===== src/hw/rtl/utf8_bmp_decoder_unit_macros.svh =====
// Assertion macros shared by the UTF-8 decoder RTL.
`ifndef UTF8_BMP_DECODER_UNIT_MACROS_SVH
`define UTF8_BMP_DECODER_UNIT_MACROS_SVH

// Same-cycle implication, sampled on clk and disabled while rst is high.
`define UBD_ASSERT_NOW(label, ante, cons) \
  label: assert property (@(posedge clk) disable iff (rst) (ante) |-> (cons)) \
    else $error("utf8 decoder check failed");

// Next-cycle implication, sampled on clk and disabled while rst is high.
`define UBD_ASSERT_NEXT(label, ante, cons) \
  label: assert property (@(posedge clk) disable iff (rst) (ante) |=> (cons)) \
    else $error("utf8 decoder check failed");

`endif


===== src/hw/rtl/ubd_pkg.sv =====
// Shared types and constants of the UTF-8 to BMP decoder.
package ubd_pkg;

  localparam int MAX_RESULTS = 3;

  localparam logic [15:0] ERR_CP          = 16'h003F;
  localparam logic [15:0] MAX_CHARS_RESET = 16'd255;

  // Number of bytes held for an unfinished sequence.
  localparam logic [1:0] PEND_NONE = 2'd0;
  localparam logic [1:0] PEND_LEAD = 2'd1;
  localparam logic [1:0] PEND_CONT = 2'd2;

  typedef struct packed {
    logic [15:0] code_point;
    logic        is_error;
    logic        string_end;
  } ubd_result_t;

  typedef ubd_result_t [MAX_RESULTS-1:0] ubd_result_list_t;

endpackage


===== src/hw/rtl/ubd_skid.sv =====
// Input skid stage: keeps the upstream ready signal registered.
module ubd_skid
  import ubd_pkg::*;
(
  input  logic       clk,
  input  logic       rst,
  input  logic       s_tvalid,
  output logic       s_tready,
  input  logic [7:0] s_tdata,   // in_byte
  output logic       out_valid,
  input  logic       out_ready,
  output logic [7:0] out_byte
);

  logic       buf_valid;
  logic [7:0] buf_byte;

  assign s_tready  = !buf_valid;
  assign out_valid = buf_valid || s_tvalid;
  assign out_byte  = buf_valid ? buf_byte : s_tdata;

  always_ff @(posedge clk) begin
    if (rst) begin
      buf_valid <= 1'b0;
    end else if (buf_valid) begin
      if (out_ready) begin
        buf_valid <= 1'b0;
      end
    end else if (s_tvalid && !out_ready) begin
      buf_valid <= 1'b1;
    end
  end

  always_ff @(posedge clk) begin
    if (!buf_valid && s_tvalid && !out_ready) begin
      buf_byte <= s_tdata;
    end
  end

endmodule


===== src/hw/rtl/ubd_decode.sv =====
// Sequence state and single-pass decode of one byte into up to three results.
module ubd_decode
  import ubd_pkg::*;
(
  input  logic             clk,
  input  logic             rst,
  input  logic             take,
  input  logic [7:0]       in_byte,
  input  logic [15:0]      max_chars,
  output ubd_result_list_t res,
  output logic [1:0]       res_count
);

  logic [7:0]  lead_byte, lead_byte_next;
  logic [7:0]  first_cont, first_cont_next;
  logic [1:0]  pending_count, pending_count_next;
  logic [15:0] emitted_count, emitted_count_next;

  ubd_result_t      cand [MAX_RESULTS];
  ubd_result_t      err_res;
  ubd_result_t      end_res;
  ubd_result_t      fresh_res;
  logic [1:0]       ncand;
  logic [1:0]       nkeep;
  logic [16:0]      room;
  logic             is_zero;
  logic             is_cont;
  logic             fresh_lead;
  logic [15:0]      cp2;
  logic [15:0]      cp3;

  assign is_zero    = (in_byte == 8'h00);
  assign is_cont    = (in_byte[7:6] == 2'b10);
  assign fresh_lead = (in_byte[7:5] == 3'b110) || (in_byte[7:4] == 4'b1110);
  assign err_res    = '{code_point: ERR_CP, is_error: 1'b1, string_end: 1'b0};
  assign end_res    = '{code_point: 16'h0000, is_error: 1'b0, string_end: 1'b1};
  // A fresh byte that is not a lead: ASCII passes, anything else is a stray byte.
  assign fresh_res  = in_byte[7] ? err_res
                    : '{code_point: {8'h00, in_byte}, is_error: 1'b0, string_end: 1'b0};
  assign cp2 = {5'b00000, lead_byte[4:0], in_byte[5:0]};
  assign cp3 = {lead_byte[3:0], first_cont[5:0], in_byte[5:0]};

  always_comb begin
    cand[0] = err_res;
    cand[1] = err_res;
    cand[2] = err_res;
    ncand   = 2'd0;
    lead_byte_next     = lead_byte;
    first_cont_next    = first_cont;
    pending_count_next = PEND_NONE;
    if (is_zero) begin
      lead_byte_next  = 8'h00;
      first_cont_next = 8'h00;
      case (pending_count)
        PEND_LEAD: ncand = 2'd1;
        PEND_CONT: ncand = 2'd2;
        default:   ncand = 2'd0;
      endcase
    end else begin
      case (pending_count)
        PEND_LEAD: begin
          if (is_cont) begin
            if (lead_byte[7:5] == 3'b110) begin
              // Values below 0x80 are overlong two-byte forms.
              if (lead_byte[4:1] != 4'd0) begin
                cand[0] = '{code_point: cp2, is_error: 1'b0, string_end: 1'b0};
              end
              ncand = 2'd1;
            end else begin
              first_cont_next    = in_byte;
              pending_count_next = PEND_CONT;
            end
          end else begin
            cand[1] = fresh_res;
            ncand   = fresh_lead ? 2'd1 : 2'd2;
          end
        end
        PEND_CONT: begin
          if (is_cont) begin
            // Values below 0x800 are overlong three-byte forms.
            if ((lead_byte[3:0] != 4'd0) || first_cont[5]) begin
              cand[0] = '{code_point: cp3, is_error: 1'b0, string_end: 1'b0};
            end
            ncand = 2'd1;
          end else begin
            cand[2] = fresh_res;
            ncand   = fresh_lead ? 2'd2 : 2'd3;
          end
        end
        default: begin
          cand[0] = fresh_res;
          ncand   = fresh_lead ? 2'd0 : 2'd1;
        end
      endcase
      if (fresh_lead && !(is_cont && pending_count != PEND_NONE
                          && pending_count != 2'd3)) begin
        lead_byte_next     = in_byte;
        first_cont_next    = 8'h00;
        pending_count_next = PEND_LEAD;
      end
    end
  end

  // Character results beyond the limit are dropped; the end mark never is.
  assign room = {1'b0, max_chars} - {1'b0, emitted_count};

  always_comb begin
    if (emitted_count >= max_chars) begin
      nkeep = 2'd0;
    end else if (room >= {15'd0, ncand}) begin
      nkeep = ncand;
    end else begin
      nkeep = room[1:0];
    end
    for (int i = 0; i < MAX_RESULTS; i++) begin
      res[i] = (i < int'(nkeep)) ? cand[i] : end_res;
    end
    res_count          = nkeep + {1'b0, is_zero};
    emitted_count_next = is_zero ? 16'd0 : emitted_count + {14'd0, nkeep};
  end

  always_ff @(posedge clk) begin
    if (rst) begin
      lead_byte     <= 8'h00;
      first_cont    <= 8'h00;
      pending_count <= PEND_NONE;
      emitted_count <= 16'd0;
    end else if (take) begin
      lead_byte     <= lead_byte_next;
      first_cont    <= first_cont_next;
      pending_count <= pending_count_next;
      emitted_count <= emitted_count_next;
    end
  end

endmodule


===== src/hw/rtl/ubd_result.sv =====
// Result register: holds the results of one byte and sends them one beat at a time.
module ubd_result
  import ubd_pkg::*;
(
  input  logic             clk,
  input  logic             rst,
  input  logic             load,
  input  ubd_result_list_t res,
  input  logic [1:0]       res_count,
  output logic             load_ready,
  output logic             m_tvalid,
  input  logic             m_tready,
  output logic [15:0]      m_tdata,   // code_point
  output logic             m_tuser,   // is_error
  output logic             m_tlast    // string_end
);

  ubd_result_list_t entries;
  logic [1:0]       remaining;
  logic [1:0]       idx;
  ubd_result_t      head;

  assign m_tvalid   = (remaining != 2'd0);
  assign load_ready = (remaining == 2'd0) || (m_tready && remaining == 2'd1);

  always_comb begin
    case (idx)
      2'd0:    head = entries[0];
      2'd1:    head = entries[1];
      default: head = entries[2];
    endcase
  end

  assign m_tdata = head.code_point;
  assign m_tuser = head.is_error;
  assign m_tlast = head.string_end;

  always_ff @(posedge clk) begin
    if (rst) begin
      remaining <= 2'd0;
      idx       <= 2'd0;
    end else if (load) begin
      remaining <= res_count;
      idx       <= 2'd0;
    end else if (m_tvalid && m_tready) begin
      remaining <= remaining - 2'd1;
      idx       <= idx + 2'd1;
    end
  end

  always_ff @(posedge clk) begin
    if (load) begin
      entries <= res;
    end
  end

endmodule


===== src/hw/rtl/utf8_bmp_decoder_unit.sv =====
// UTF-8 to BMP decoder: top level joining skid stage, decoder and result register.
//
// Input stream s_*: one UTF-8 byte per beat; a zero byte ends the string.
// Output stream m_*: one result per beat, code point in tdata, tuser set for
// a malformed sequence (code point '?'), tlast set on the end mark that
// follows every zero byte. A byte gives zero to three results.
// Configuration: cfg_data writes the character limit per string; cfg_ready is
// always high and the new limit applies to the next byte decoded.
// A byte's results are registered in the result register before they reach m_*.
// Throughput: one byte per cycle when each byte gives at most one result and
// m_tready is high; a byte with more results holds the input until the single
// output port drains the result register, one entry per cycle with m_tready high.
// Stalls: s_tready comes from a flop of the input skid stage, so a stalled
// receiver backs up through the result register and skid entry without any
// combinational path from m_tready to s_tready.
// Reset: rst clears any pending sequence, the character count and the
// result register, and sets the limit to 255.
module utf8_bmp_decoder_unit
  import ubd_pkg::*;
(
  input  logic        clk,
  input  logic        rst,
  input  logic        s_tvalid,
  output logic        s_tready,
  input  logic [7:0]  s_tdata,    // in_byte
  output logic        m_tvalid,
  input  logic        m_tready,
  output logic [15:0] m_tdata,    // code_point
  output logic        m_tuser,    // is_error
  output logic        m_tlast,    // string_end
  input  logic        cfg_valid,
  output logic        cfg_ready,
  input  logic [15:0] cfg_data    // max_chars
);

  `include "utf8_bmp_decoder_unit_macros.svh"

  logic             dec_valid;
  logic [7:0]       dec_byte;
  logic             res_ready;
  logic             take;
  ubd_result_list_t res;
  logic [1:0]       res_count;
  logic [15:0]      max_chars;

  assign cfg_ready = 1'b1;
  assign take      = dec_valid && res_ready;

  always_ff @(posedge clk) begin
    if (rst) begin
      max_chars <= MAX_CHARS_RESET;
    end else if (cfg_valid) begin
      max_chars <= cfg_data;
    end
  end

  ubd_skid u_skid (
    .clk       (clk),
    .rst       (rst),
    .s_tvalid  (s_tvalid),
    .s_tready  (s_tready),
    .s_tdata   (s_tdata),
    .out_valid (dec_valid),
    .out_ready (res_ready),
    .out_byte  (dec_byte)
  );

  ubd_decode u_decode (
    .clk       (clk),
    .rst       (rst),
    .take      (take),
    .in_byte   (dec_byte),
    .max_chars (max_chars),
    .res       (res),
    .res_count (res_count)
  );

  ubd_result u_result (
    .clk        (clk),
    .rst        (rst),
    .load       (take),
    .res        (res),
    .res_count  (res_count),
    .load_ready (res_ready),
    .m_tvalid   (m_tvalid),
    .m_tready   (m_tready),
    .m_tdata    (m_tdata),
    .m_tuser    (m_tuser),
    .m_tlast    (m_tlast)
  );

  // The end mark carries a zero code point and no error flag.
  `UBD_ASSERT_NOW(a_end_mark_clean, m_tvalid && m_tlast, m_tdata == 16'h0000 && !m_tuser)
  // An error beat always carries the replacement character.
  `UBD_ASSERT_NOW(a_error_is_replacement, m_tvalid && m_tuser, m_tdata == ERR_CP)
  // A zero byte always produces a list whose last entry is the end mark.
  `UBD_ASSERT_NOW(a_zero_ends_list, take && dec_byte == 8'h00,
                  (res_count == 2'd1 && res[0].string_end) ||
                  (res_count == 2'd2 && res[1].string_end) ||
                  (res_count == 2'd3 && res[2].string_end))
  // Once a byte is taken with results, the first one is offered next cycle.
  `UBD_ASSERT_NEXT(a_results_offered, take && res_count != 2'd0, m_tvalid)

endmodule

===== config.mk =====
export PLATFORM = sky130hd
export DESIGN_NAME = utf8_bmp_decoder_unit
export DESIGN_NICKNAME = d
export VERILOG_FILES = /design/src/hw/rtl/ubd_pkg.sv /design/src/hw/rtl/ubd_skid.sv /design/src/hw/rtl/ubd_decode.sv /design/src/hw/rtl/ubd_result.sv /design/src/hw/rtl/utf8_bmp_decoder_unit.sv
export VERILOG_INCLUDE_DIRS = /design/src /design/src/hw/rtl
export SDC_FILE = /design/constraint.sdc
export NUM_CORES = 1
export LEC_CHECK = 0
export BUFFER_PORTS_ARGS = -buffer_cell sky130_fd_sc_hd__buf_2
export CAP_MARGIN = 40
export CORE_MARGIN = 8
export CORE_UTILIZATION = 50
export CTS_CLUSTER_SIZE = 16
export DETAILED_ROUTE_END_ITERATION = 10
export HOLD_SLACK_MARGIN = 0.08
export PLACE_DENSITY = 0.79
export SLEW_MARGIN = 20
export SYNTH_ARGS = -nofsm -noshare
export SYNTH_HDL_FRONTEND = slang
export SYNTH_HIERARCHICAL = 1
export SYNTH_SLANG_ARGS = --single-unit

===== constraint.sdc =====
create_clock -name clk -period 4.7 [get_ports clk]
set_input_delay 0.705 -clock clk [delete_from_list [all_inputs] [get_ports clk]]
set_output_delay 0.705 -clock clk [all_outputs]
set_load 0.01 [all_outputs]

# Word-level counts from Yosys, hierarchy flattened
# Index checks and enable logic that the tools add are counted.
classes:
  n_eq_ne: 10
  magnitude_cmp: 5
  addsub: 5
  n_reduce_logical: 33
  n_bitwise: 5
  n_mux: 42
op_table:
  columns: ["cell", "n"]
  rows:
  - ["$mux 18", 5]
  - ["$pmux 18 s2", 2]
  - ["$mux 44", 1]
  - ["$mux 13", 3]
  - ["$mux 6", 5]
  - ["$mux 2", 13]
  - ["$mux 8", 3]
  - ["$ge 17x2->1", 1]
  - ["$sub 16x16->17", 1]
  - ["$add 16x2->16", 1]
  - ["$ge 16x16->1", 1]
  - ["$mux 16", 1]
  - ["$logic_and 1x1->1", 9]
  - ["$mux 9", 1]
  - ["$logic_not 8->1", 1]
  - ["$pmux 2 s2", 2]
  - ["$reduce_bool 2->1", 4]
  - ["$reduce_bool 4->1", 2]
  - ["$eq 2x1->1 const B", 3]
  - ["$eq 3x3->1 const B", 2]
  - ["$mux 1", 6]
  - ["$reduce_bool 3->1", 2]
  - ["$reduce_or 3->1", 2]
  - ["$not 1->1", 5]
  - ["15 further kinds", 24]
word_totals:
  elab_cells: 121
  register_bits: 115
  in_bits: 29

# Depth between registers and ports, before layout
# Gate-level depths: netlist of run 1.
depth:
  word_depth: 13
  depth_mapped: 25
  ltp_nobuf: 23

# Modules after synthesis
# Netlist of run 1, hierarchy kept.
by_module_without_submodules:
  columns: ["mod", "n_inst", "seq_area_each_um2", "cells_per_inst", "area_per_inst_um2"]
  rows:
  - ["ubd_decode", 1, 640.6, 448, 3181.8]
  - ["ubd_result", 1, 1701.6, 144, 2170.8]
  - ["utf8_bmp_decoder_unit", 1, 320.3, 55, 626.9]
  - ["ubd_skid", 1, 260.2, 22, 416.6]

# Least setup slack after synthesis of run 1
# Ideal clock, no wire load.
synth_path:
  kind: "input -> register"
  startpoint: "input port s_tdata[7]"
  endpoint: "register u_decode.emitted_count[13]"
  arrival_time_ps: 4827
  stages: 23
  path_slack_ps: -255
  path_cell_list: "mux2_4 > clkbuf_1 > nor4_1 > nand2_1 > o21ai_0 > inv_1 > ha_1 > nand2b_1 > a221oi_1 > o221ai_1 > a21oi_1 > o2111ai_1 > nor4_1 > nand2_1 > mux2i_1 > clkbuf_1 > inv_1 > ha_1 > a21oi_1 > nor3_1 > nand4_1 > xnor2_1 > nor2_1"
synth_via:
  elab_chain_cells: 12
synth_lines:
  columns: ["item", "line", "source"]
  rows:
  - ["start, declared", "utf8_bmp_decoder_unit.sv:25", "input logic [7:0] s_tdata,"]
  - ["$mux 8 (*)", "ubd_skid.sv:20", "assign out_byte = buf_valid ? buf_byte : s_tdata;"]
  - ["$eq 4x4->1 or $eq 3x3->1 (tied branches)", "ubd_decode.sv:34", "assign fresh_lead = (in_byte[7:5] == 3'b110) || (in_byte[7:4] == 4'b1110);"]
  - ["$logic_or 1x1->1", "ubd_decode.sv:34", null]
  - ["$mux 1 or $mux 2 (tied branches)", "ubd_decode.sv:87, ubd_decode.sv:92, ubd_decode.sv:75", null]
  - ["$mux 2 (on tied branches)", "ubd_decode.sv:79, ubd_decode.sv:62", null]
  - ["$pmux 2 s2", "ubd_decode.sv:60", "case (pending_count)"]
  - ["$mux 2", "ubd_decode.sv:51", "if (is_zero) begin"]
  - ["$ge 17x2->1", "ubd_decode.sv:110", "end else if (room >= {15'd0, ncand}) begin"]
  - ["$mux 2", "ubd_decode.sv:110", null]
  - ["$mux 2", "ubd_decode.sv:108", "if (emitted_count >= max_chars) begin"]
  - ["$add 16x2->16", "ubd_decode.sv:119", "emitted_count_next = is_zero ? 16'd0 : emitted_count + {14'd0, nkeep};"]
  - ["$mux 16 (*)", "ubd_decode.sv:119", null]
  - ["end signal, assigned", "ubd_decode.sv:132", "emitted_count <= emitted_count_next;"]
  - ["end, declared", "ubd_decode.sv:17", "logic [15:0] emitted_count, emitted_count_next;"]
# Every way passes the cells marked *; elsewhere a longest branch is shown, timed or not.
# A chain may end at the register's enable or synchronous reset.

# Final worst setup path of run 1
layout_path:
  startpoint: "register u_skid.buf_valid"
  endpoint: "register u_decode.emitted_count[14]"
layout_rtl:
  columns: ["item", "line", "source"]
  rows:
  - ["start, declared", "ubd_skid.sv:15", "logic buf_valid;"]
  - ["start signal, assigned", "ubd_skid.sv:24", "buf_valid <= 1'b0;"]
  - ["start signal, assigned", "ubd_skid.sv:27", "buf_valid <= 1'b0;"]
  - ["start signal, assigned", "ubd_skid.sv:30", "buf_valid <= 1'b1;"]
  - ["$mux 8 (*)", "ubd_skid.sv:20", null]
  - ["net dec_byte[1]", "utf8_bmp_decoder_unit.sv:39", "logic [7:0] dec_byte;"]
  - ["$logic_not 8->1 (*)", "ubd_decode.sv:32", "assign is_zero = (in_byte == 8'h00);"]
  - ["$mux 2", "ubd_decode.sv:51", null]
  - ["$ge 17x2->1", "ubd_decode.sv:110", null]
  - ["$mux 2", "ubd_decode.sv:110", null]
  - ["$mux 2", "ubd_decode.sv:108", null]
  - ["$add 16x2->16", "ubd_decode.sv:119", null]
  - ["$mux 16 (*)", "ubd_decode.sv:119", null]
# The timed path passes the listed nets; every way through them passes the cells marked *.

==> flow_summary.yaml, run 1 <==
detailed_routing:
  viasPerCell: 5.46
  wl_um: 14400
  drt-wirelength-per-cell_um: 15.4
  drt_iter0_markers: 473
  vias: 5103
  drcViolationCount: 0
  ant_nets: 0
  drtPass1Iterations: 7
power:
  p_leak_nw: 3.19
  p_sw_uw: 878
  p_comb_share_pct: 19.9
  seqPwrFrac_pct: 39.8
  p_per_area_mw_per_mm2: 405
  irDropWorstVdd_mv: 0.330
  p_sw_share_pct: 28.3
  power.internal_mw: 2.23
  p_clk_share_pct: 40.3
synth:
  synthDistinctLibCells: 60
  yosysMostFrequentCell: "nand2_1"
  syn-cell-area_mm2: 0.00640
  ys_seq_area_share_pct: 45.7
  synthArstFlopShare_pct: 0
  syn_inst: 669
  synthMuxAreaShare_pct: 3.60
  ys_top_cells_by_count: "nand2_1 (96), edfxtp_1 (62), nor2_1 (58)"
  ys.flop_type: "edfxtp_1"
  yosys_warnings: 6
  synthAdderAreaFrac_pct: 6.49
  ys_top_cells_by_area: "edfxtp_1 (29%), dfxtp_1 (17%), ha_1 (5.9%)"
  synth_top_area_share_pct: 29.1
  synth_top_area_cell: "edfxtp_1"
  avgSynthCellArea_um2: 9.56
  synth_top_family_by_area: "simple AND/OR/NAND/NOR gates"
  synth_xor_area_share_pct: 2.60
  yosys.area_share.simple_pct: 19.7
  synth_seq_cells: 115
  synth_edf_count: 62
  synth_compound_area_share_pct: 15.0
hold_path:
  whs_path_depth: 2
  hold_class: "register to register"
  hp-start: "u_decode/first_cont[3]"
final_layout:
  drive_gt1_share_pct: 22.3
  postLayoutCoreUtil_pct: 61.0
  areaGrowthSynthToFinish_pct: 19.9
  nets: 811
  finalInstanceArea_mm2: 0.00767
  diodes: 0
timing:
  finalHoldViolCount: 0
  hold_ws_ns: 0.454
  slew_viol_final: 0
  fin_crit_ns: 4.71
  max_slew_margin_pct: 45.5
  finClkSkew_ns: 0.00685
  fin_ws_ns: -0.00631
  max_freq_ghz: 0.212
  post-route-period-util_pct: 100
  tightest_slew_ns: 0.817
  rsz0062_at_grt: "yes"
  finalSetupViolCount: 1
status:
  violations: "negative setup slack"
  status: "finished, violations left"
global_route:
  grt_max_degree: 72
  antenna_found_initial: 0
  grt_pass1_wl_um: 23100
  grt-ovfl-total: 0
  grt_usage_pct: 17.4
  grt_pass1_vias: 5035
worst_setup_path:
  crit_path_max_incr_delay_ns: 0.43
  crit_chain: "buf_6 > buf_4 > mux2_4 > nor4_4 > nand2_2 > o211ai_1 > o21ai_4 > inv_2 > ha_4 > nand2b_4 > a221oi_2 > o221ai_1 > a21oi_1 > o2111ai_2 > a211o_1 > nor3_2 > a21oi_1 > nor2_1 > ha_2 > fa_2 > nand4_1 > or3_1 > a21oi_1"
  crit_arrival_ns: 5.05
  startpoint: "u_skid/buf_valid"
  endpoint: "u_decode/emitted_count[14]"
  cpMaxStageDelayCell: "or3_1"
  worstSetupEndpointType: "register"
  worstReg2RegStart: "u_skid/buf_valid"
  cp.required_ns: 5.05
  rrSetupSlack_ns: -0.006
  critical_path.most_common_cell: "a21oi_1"
  crit_family: "compound AO/OA/AOI/OAI gates"
  ff2ff_path_depth: 23
  path_depth: 23
  path_class: "register to register"
  timing.rr.end: "u_decode/emitted_count[14]"
  path_buf_inv: 3
  worst-path-max-fanout: 5
  critPathLaunchType: "register"
place:
  dp_slack_ns: -0.358
  numPortBuffers: 48
  placed_area_mm2: 0.00684
  hpwl_um: 9750
  place.gp.congestion: 0.882
clock_network:
  clock_latency_ns: 0.42
  clkSinkCount: 115
  cts.path.max_buffers: 2
  numCtsBuffers: 17
  cts_tree: "done"
  cts_max_level: 4
  hold_buffers: 0
  cts_root_buf: "clkbuf_16"
  path_clk_slew_ns: 0.06
floorplan:
  die_w_um: 129
  initial_core_util_pct: 50.9
  ios: 50
  core.rowCount: 41
  die_area_mm2: 0.0167
  core_area_mm2: 0.0126
  die_y_um: 129
flow_run:
  max_cap_violations: 0
[worst reg2reg max path: stages, from the launching register on]
cell       delay, ns
dfxtp_4         0.37
buf_6           0.13
buf_4           0.13
mux2_4          0.31
nor4_4          0.17
nand2_2         0.17
o211ai_1        0.17
o21ai_4         0.11
inv_2           0.09
ha_4            0.19
nand2b_4        0.13
a221oi_2        0.21
o221ai_1        0.14
a21oi_1         0.18
o2111ai_2       0.13
a211o_1         0.33
nor3_2          0.17
a21oi_1         0.07
nor2_1          0.17
ha_2            0.23
fa_2            0.24
nand4_1         0.19
or3_1           0.43
a21oi_1         0.16
[per-stage QoR]
step / total power, mW / cells / setup TNS (ns)
global placement: 1.80 / 888 / -0.532
finish: 3.11 / 935 / -0.00631
detailed placement: 1.82 / 889 / -2.79
CTS: 3.07 / 922 / 0
floorplan: 1.65 / 686 / 0
global route: 3.24 / 935 / -1.15
[layout make-up]
cell class / instances / area (µm²)
Fill cell: 1001 / 4900
Multi-Input combinational cell: 489 / 3250
Sequential cell: 115 / 2930
Timing Repair Buffer: 90 / 564
Clock buffer: 17 / 425
Tap cell: 172 / 215
Clock inverter: 15 / 155
Inverter: 37 / 139
[cells by family (layout without fill, tap and decap cells)]
kind of cell	count (synthesis)	in the layout
AND/OR/NAND/NOR	262	262
AO/OA/AOI/OAI	138	138
flip-flops	115	115
buffers and inverters	82	159
adder cells (fa/ha/maj)	32	32
XOR/XNOR	19	19
multiplexers	19	19
other	2	19
[layout by cell type, fill, tap and decap left out, types with 5 or more instances in the layout]
| cell | netlist | layout |
|---|---|---|
| clkinvlp_4 | 0 | 5 |
| nor3_1 | 9 | 7 |
| nand3_1 | 16 | 15 |
| nor2_1 | 58 | 58 |
| inv_1 | 37 | 35 |
| a21oi_1 | 39 | 38 |
| buf_4 | 19 | 38 |
| o21ai_0 | 15 | 13 |
| nor2_2 | 7 | 7 |
| buf_2 | 5 | 49 |
| edfxtp_1 | 62 | 62 |
| nand2b_1 | 7 | 6 |
| ha_1 | 30 | 27 |
| a21o_1 | 14 | 14 |
| xnor2_1 | 18 | 17 |
| nand2_1 | 96 | 95 |
| or3_1 | 8 | 8 |
| mux2i_1 | 11 | 10 |
| a211o_1 | 11 | 11 |
| clkbuf_16 | 0 | 17 |
| mux2_4 | 8 | 8 |
| dfxtp_1 | 53 | 52 |
| and2b_4 | 5 | 5 |
| nor2b_1 | 6 | 6 |
| conb_1 | 2 | 19 |
| a22oi_1 | 20 | 20 |
| and3_1 | 20 | 20 |
| o211a_1 | 5 | 5 |
| a31oi_1 | 6 | 6 |
| nand4_1 | 5 | 5 |
[state kept, by name, indices dropped and copies added (netlist names)]
signal                  cells
u_decode/first_cont         6
u_decode/pending_count      2
u_result/remaining          2
u_result/idx                2
u_skid/buf_valid            1
u_decode/lead_byte          8
u_skid/buf_byte             8
max_chars                  16
u_result/entries           54
u_decode/emitted_count     16
[how the worst min path moves through the flow]
stage	end
floorplan	u_decode/lead_byte[5]
global placement	u_decode/lead_byte[5]
detailed placement	u_decode/first_cont[3]
CTS	u_decode/first_cont[3]
global route	u_skid/buf_byte[3]
finish	u_decode/first_cont[3]
[power by group through the flow]
| stage | clock network [mW] | logic [mW] | registers, mW |
|---|---|---|---|
| floorplan | 0 | 0.405 | 1.25 |
| global placement | 0 | 0.545 | 1.25 |
| detailed placement | 0 | 0.562 | 1.26 |
| CTS | 1.27 | 0.566 | 1.24 |
| global route | 1.32 | 0.677 | 1.25 |
| finish | 1.25 | 0.617 | 1.24 |
[routing by layer]
metal  vias to the layer above  share of wire (%)  routed length (µm)  GRT usage (%)
met5                         -                  0                   0              0
met4                         0                2.3                 337           9.40
met3                        34                5.8                 843           4.23
met2                       172                 51                7290           29.7
met1                      2401                 41                5960           19.7
li1                       2496                  -                   -              -
[repair_timing]
| item | CTS | global route |
|---|---|---|
| pin swaps | 1 | 11 |
| endpoints found under the setup margin | 12 | 15 |
| gates resized for setup | 4 | 29 |
| hold endpoints to repair | 0 | 0 |
| buffers inserted | 1 | 13 |
Power figures use the tool's default switching activity.
==> inputs of run 2 (changes only) <==
Settings changed: CORE_UTILIZATION 50 to 35, PLACE_DENSITY 0.79 to 0.61.
==> flow_summary.yaml, run 2 (synthesis results as in run 1) <==
clock_network:
  cts_tree: "done"
  cts.path.max_buffers: 2
  numCtsBuffers: 17
  cts_root_buf: "clkbuf_16"
  path_clk_slew_ns: 0.06
  clkSinkCount: 115
  clock_latency_ns: 0.42
  cts_max_level: 4
detailed_routing:
  ant_nets: 0
  drt_iter0_markers: 252
  viasPerCell: 4.96
  drcViolationCount: 0
  drt-wirelength-per-cell_um: 14.6
  wl_um: 14500
  vias: 4927
  drtPass1Iterations: 4
power:
  p_per_area_mw_per_mm2: 402
  p_leak_nw: 3.22
  totalPowerFinal_mw: 3.14
  irDropWorstVdd_mv: 0.278
global_route:
  grt-ovfl-total: 0
  busiest_layer: "met2"
  met2_usage_pct: 23.0
  grt_pass1_wl_um: 24000
  grt_max_degree: 73
  grt_pass1_vias: 4881
  grt_usage_pct: 13.3
  grt_use_met1_pct: 15.5
  grt_use_met3_pct: 3.76
  antenna_found_initial: 0
final_layout:
  finalInstanceArea_mm2: 0.00779
  areaGrowthSynthToFinish_pct: 21.9
  nets: 813
  final_common_cell: "nand2_1"
  regArea_mm2: 0.00293
  final_cells: 994
  drive_gt1_share_pct: 22.9
  largest_reg_flops: 54
  diodes: 0
  mostFrequentLayoutCells: "nand2_1 (95), edfxtp_1 (62), nor2_1 (57), dfxtp_1 (52), buf_2 (48)"
  largestRegisters: "u_result/entries x54, max_chars x16, u_decode/emitted_count x16"
  multi_input_area_mm2: 0.00323
  fillers: 1753
  largest-register: "u_result/entries"
floorplan:
  die_y_um: 151
  core_area_mm2: 0.0180
  die_w_um: 151
  die_area_mm2: 0.0229
  core.rowCount: 49
  ios: 50
  initial_core_util_pct: 35.6
worst_setup_path:
  crit_family: "compound AO/OA/AOI/OAI gates"
  cpMaxStageDelayCell: "or3_1"
  worstSetupEndpointType: "register"
  crit_arrival_ns: 4.92
  cp.required_ns: 5.05
  crit_chain: "buf_6 > mux2_4 > buf_4 > buf_4 > a31oi_2 > o211ai_1 > o21ai_2 > inv_1 > ha_1 > nand2b_4 > a221oi_2 > o221ai_1 > a21oi_1 > o2111ai_2 > a211o_1 > nor3_2 > a21oi_2 > nor2_2 > ha_2 > fa_2 > nand4_1 > or3_1 > a21oi_1"
  path_buf_inv: 4
  path_class: "register to register"
  critPathLaunchType: "register"
  crit_path_max_incr_delay_ns: 0.43
  worst-path-max-fanout: 6
place:
  numPortBuffers: 48
  place.gp.congestion: 0.846
  hpwl_um: 10200
  dp_cells: 954
  placed_area_mm2: 0.00700
timing:
  max_slew_margin_pct: 50.4
  tightest_slew_ns: 0.744
  fin_crit_ns: 4.57
  finalSetupTns_ns: 0
  rsz0062_at_grt: "yes"
  max_freq_ghz: 0.219
  finalSetupViolCount: 0
  finClkSkew_ns: 0.0113
  post-route-period-util_pct: 97.2
  slew_viol_final: 0
  finalHoldViolCount: 0
flow_run:
  max_cap_violations: 0
hold_path:
  hold_class: "register to register"
status:
  status: "completed"
[run 2: cell types whose count changed in the layout (fill, tap and decap cells not counted), sizes merged]
cell      change
inv           +8
clkinvlp      -3
clkinv        -4
buf           +2
bufinv        -1
[run 2: final cells by class]
cell class / instances / area share [%]
inverters: 37 / 1.78
clock inverters: 15 / 2.09
clock buffers: 17 / 5.46
multi-input cells: 489 / 41.5
repair buffers: 92 / 7.99
flip-flops and latches: 115 / 37.5
well taps: 229 / 3.68
[run 2: final timing paths]
check / from / to / slack [ns] / cells after the start
hold reg to reg: u_decode/first_cont[2] / u_decode/first_cont[2] / 0.46 / 2
setup reg to reg: u_skid/buf_valid / u_decode/emitted_count[14] / 0.13 / 23
setup / recovery: u_skid/buf_valid / u_decode/emitted_count[14] / 0.13 / 23
hold / removal: u_decode/first_cont[2] / u_decode/first_cont[2] / 0.46 / 2
[run 2: power breakdown]
| part | total, mW | internal (mW) | switching (mW) |
|---|---|---|---|
| sequential | 1.23 | 1.19 | 0.0385 |
| combinational | 0.622 | 0.264 | 0.358 |
| clock | 1.28 | 0.754 | 0.527 |
| total | 3.14 | 2.21 | 0.924 |
[run 2: layer usage]
| metal | vias to the layer above | part of all wire (%) | wire length [µm] |
|---|---|---|---|
| met5 | - | 0 | 0 |
| met4 | 0 | 1.3 | 187 |
| met3 | 16 | 4.7 | 676 |
| met2 | 78 | 50 | 7260 |
| met1 | 2330 | 44 | 6410 |
| li1 | 2503 | - | - |
[run 2: metrics by stage]
stage               setup WS [ns]  utilization, %  hold slack (ns)
floorplan                  0.0196               -            0.431
global placement           -0.136            38.9            0.441
detailed placement         -0.212            38.9            0.445
CTS                        0.0494            42.3            0.456
global route               -0.133            43.4            0.456
finish                      0.133            43.4            0.457
[run 2: what timing repair did]
action / 4_1_cts / 5_1_grt
buffers inserted: 1 / 6
gates resized for setup: 3 / 26
pin swaps: 2 / 17
setup endpoints to repair: 2 / 15
hold buffers: 0 / 0
[run 2: worst reg2reg max path, delay by kind of cell (launching register included)]
kind | cells | cell delay, ns
AO/OA/AOI/OAI | 10 | 1.59
adder cells (fa/ha/maj) | 3 | 0.69
AND/OR/NAND/NOR | 5 | 1.07
buffers and inverters | 4 | 0.50
flip-flops | 1 | 0.37
multiplexers | 1 | 0.31
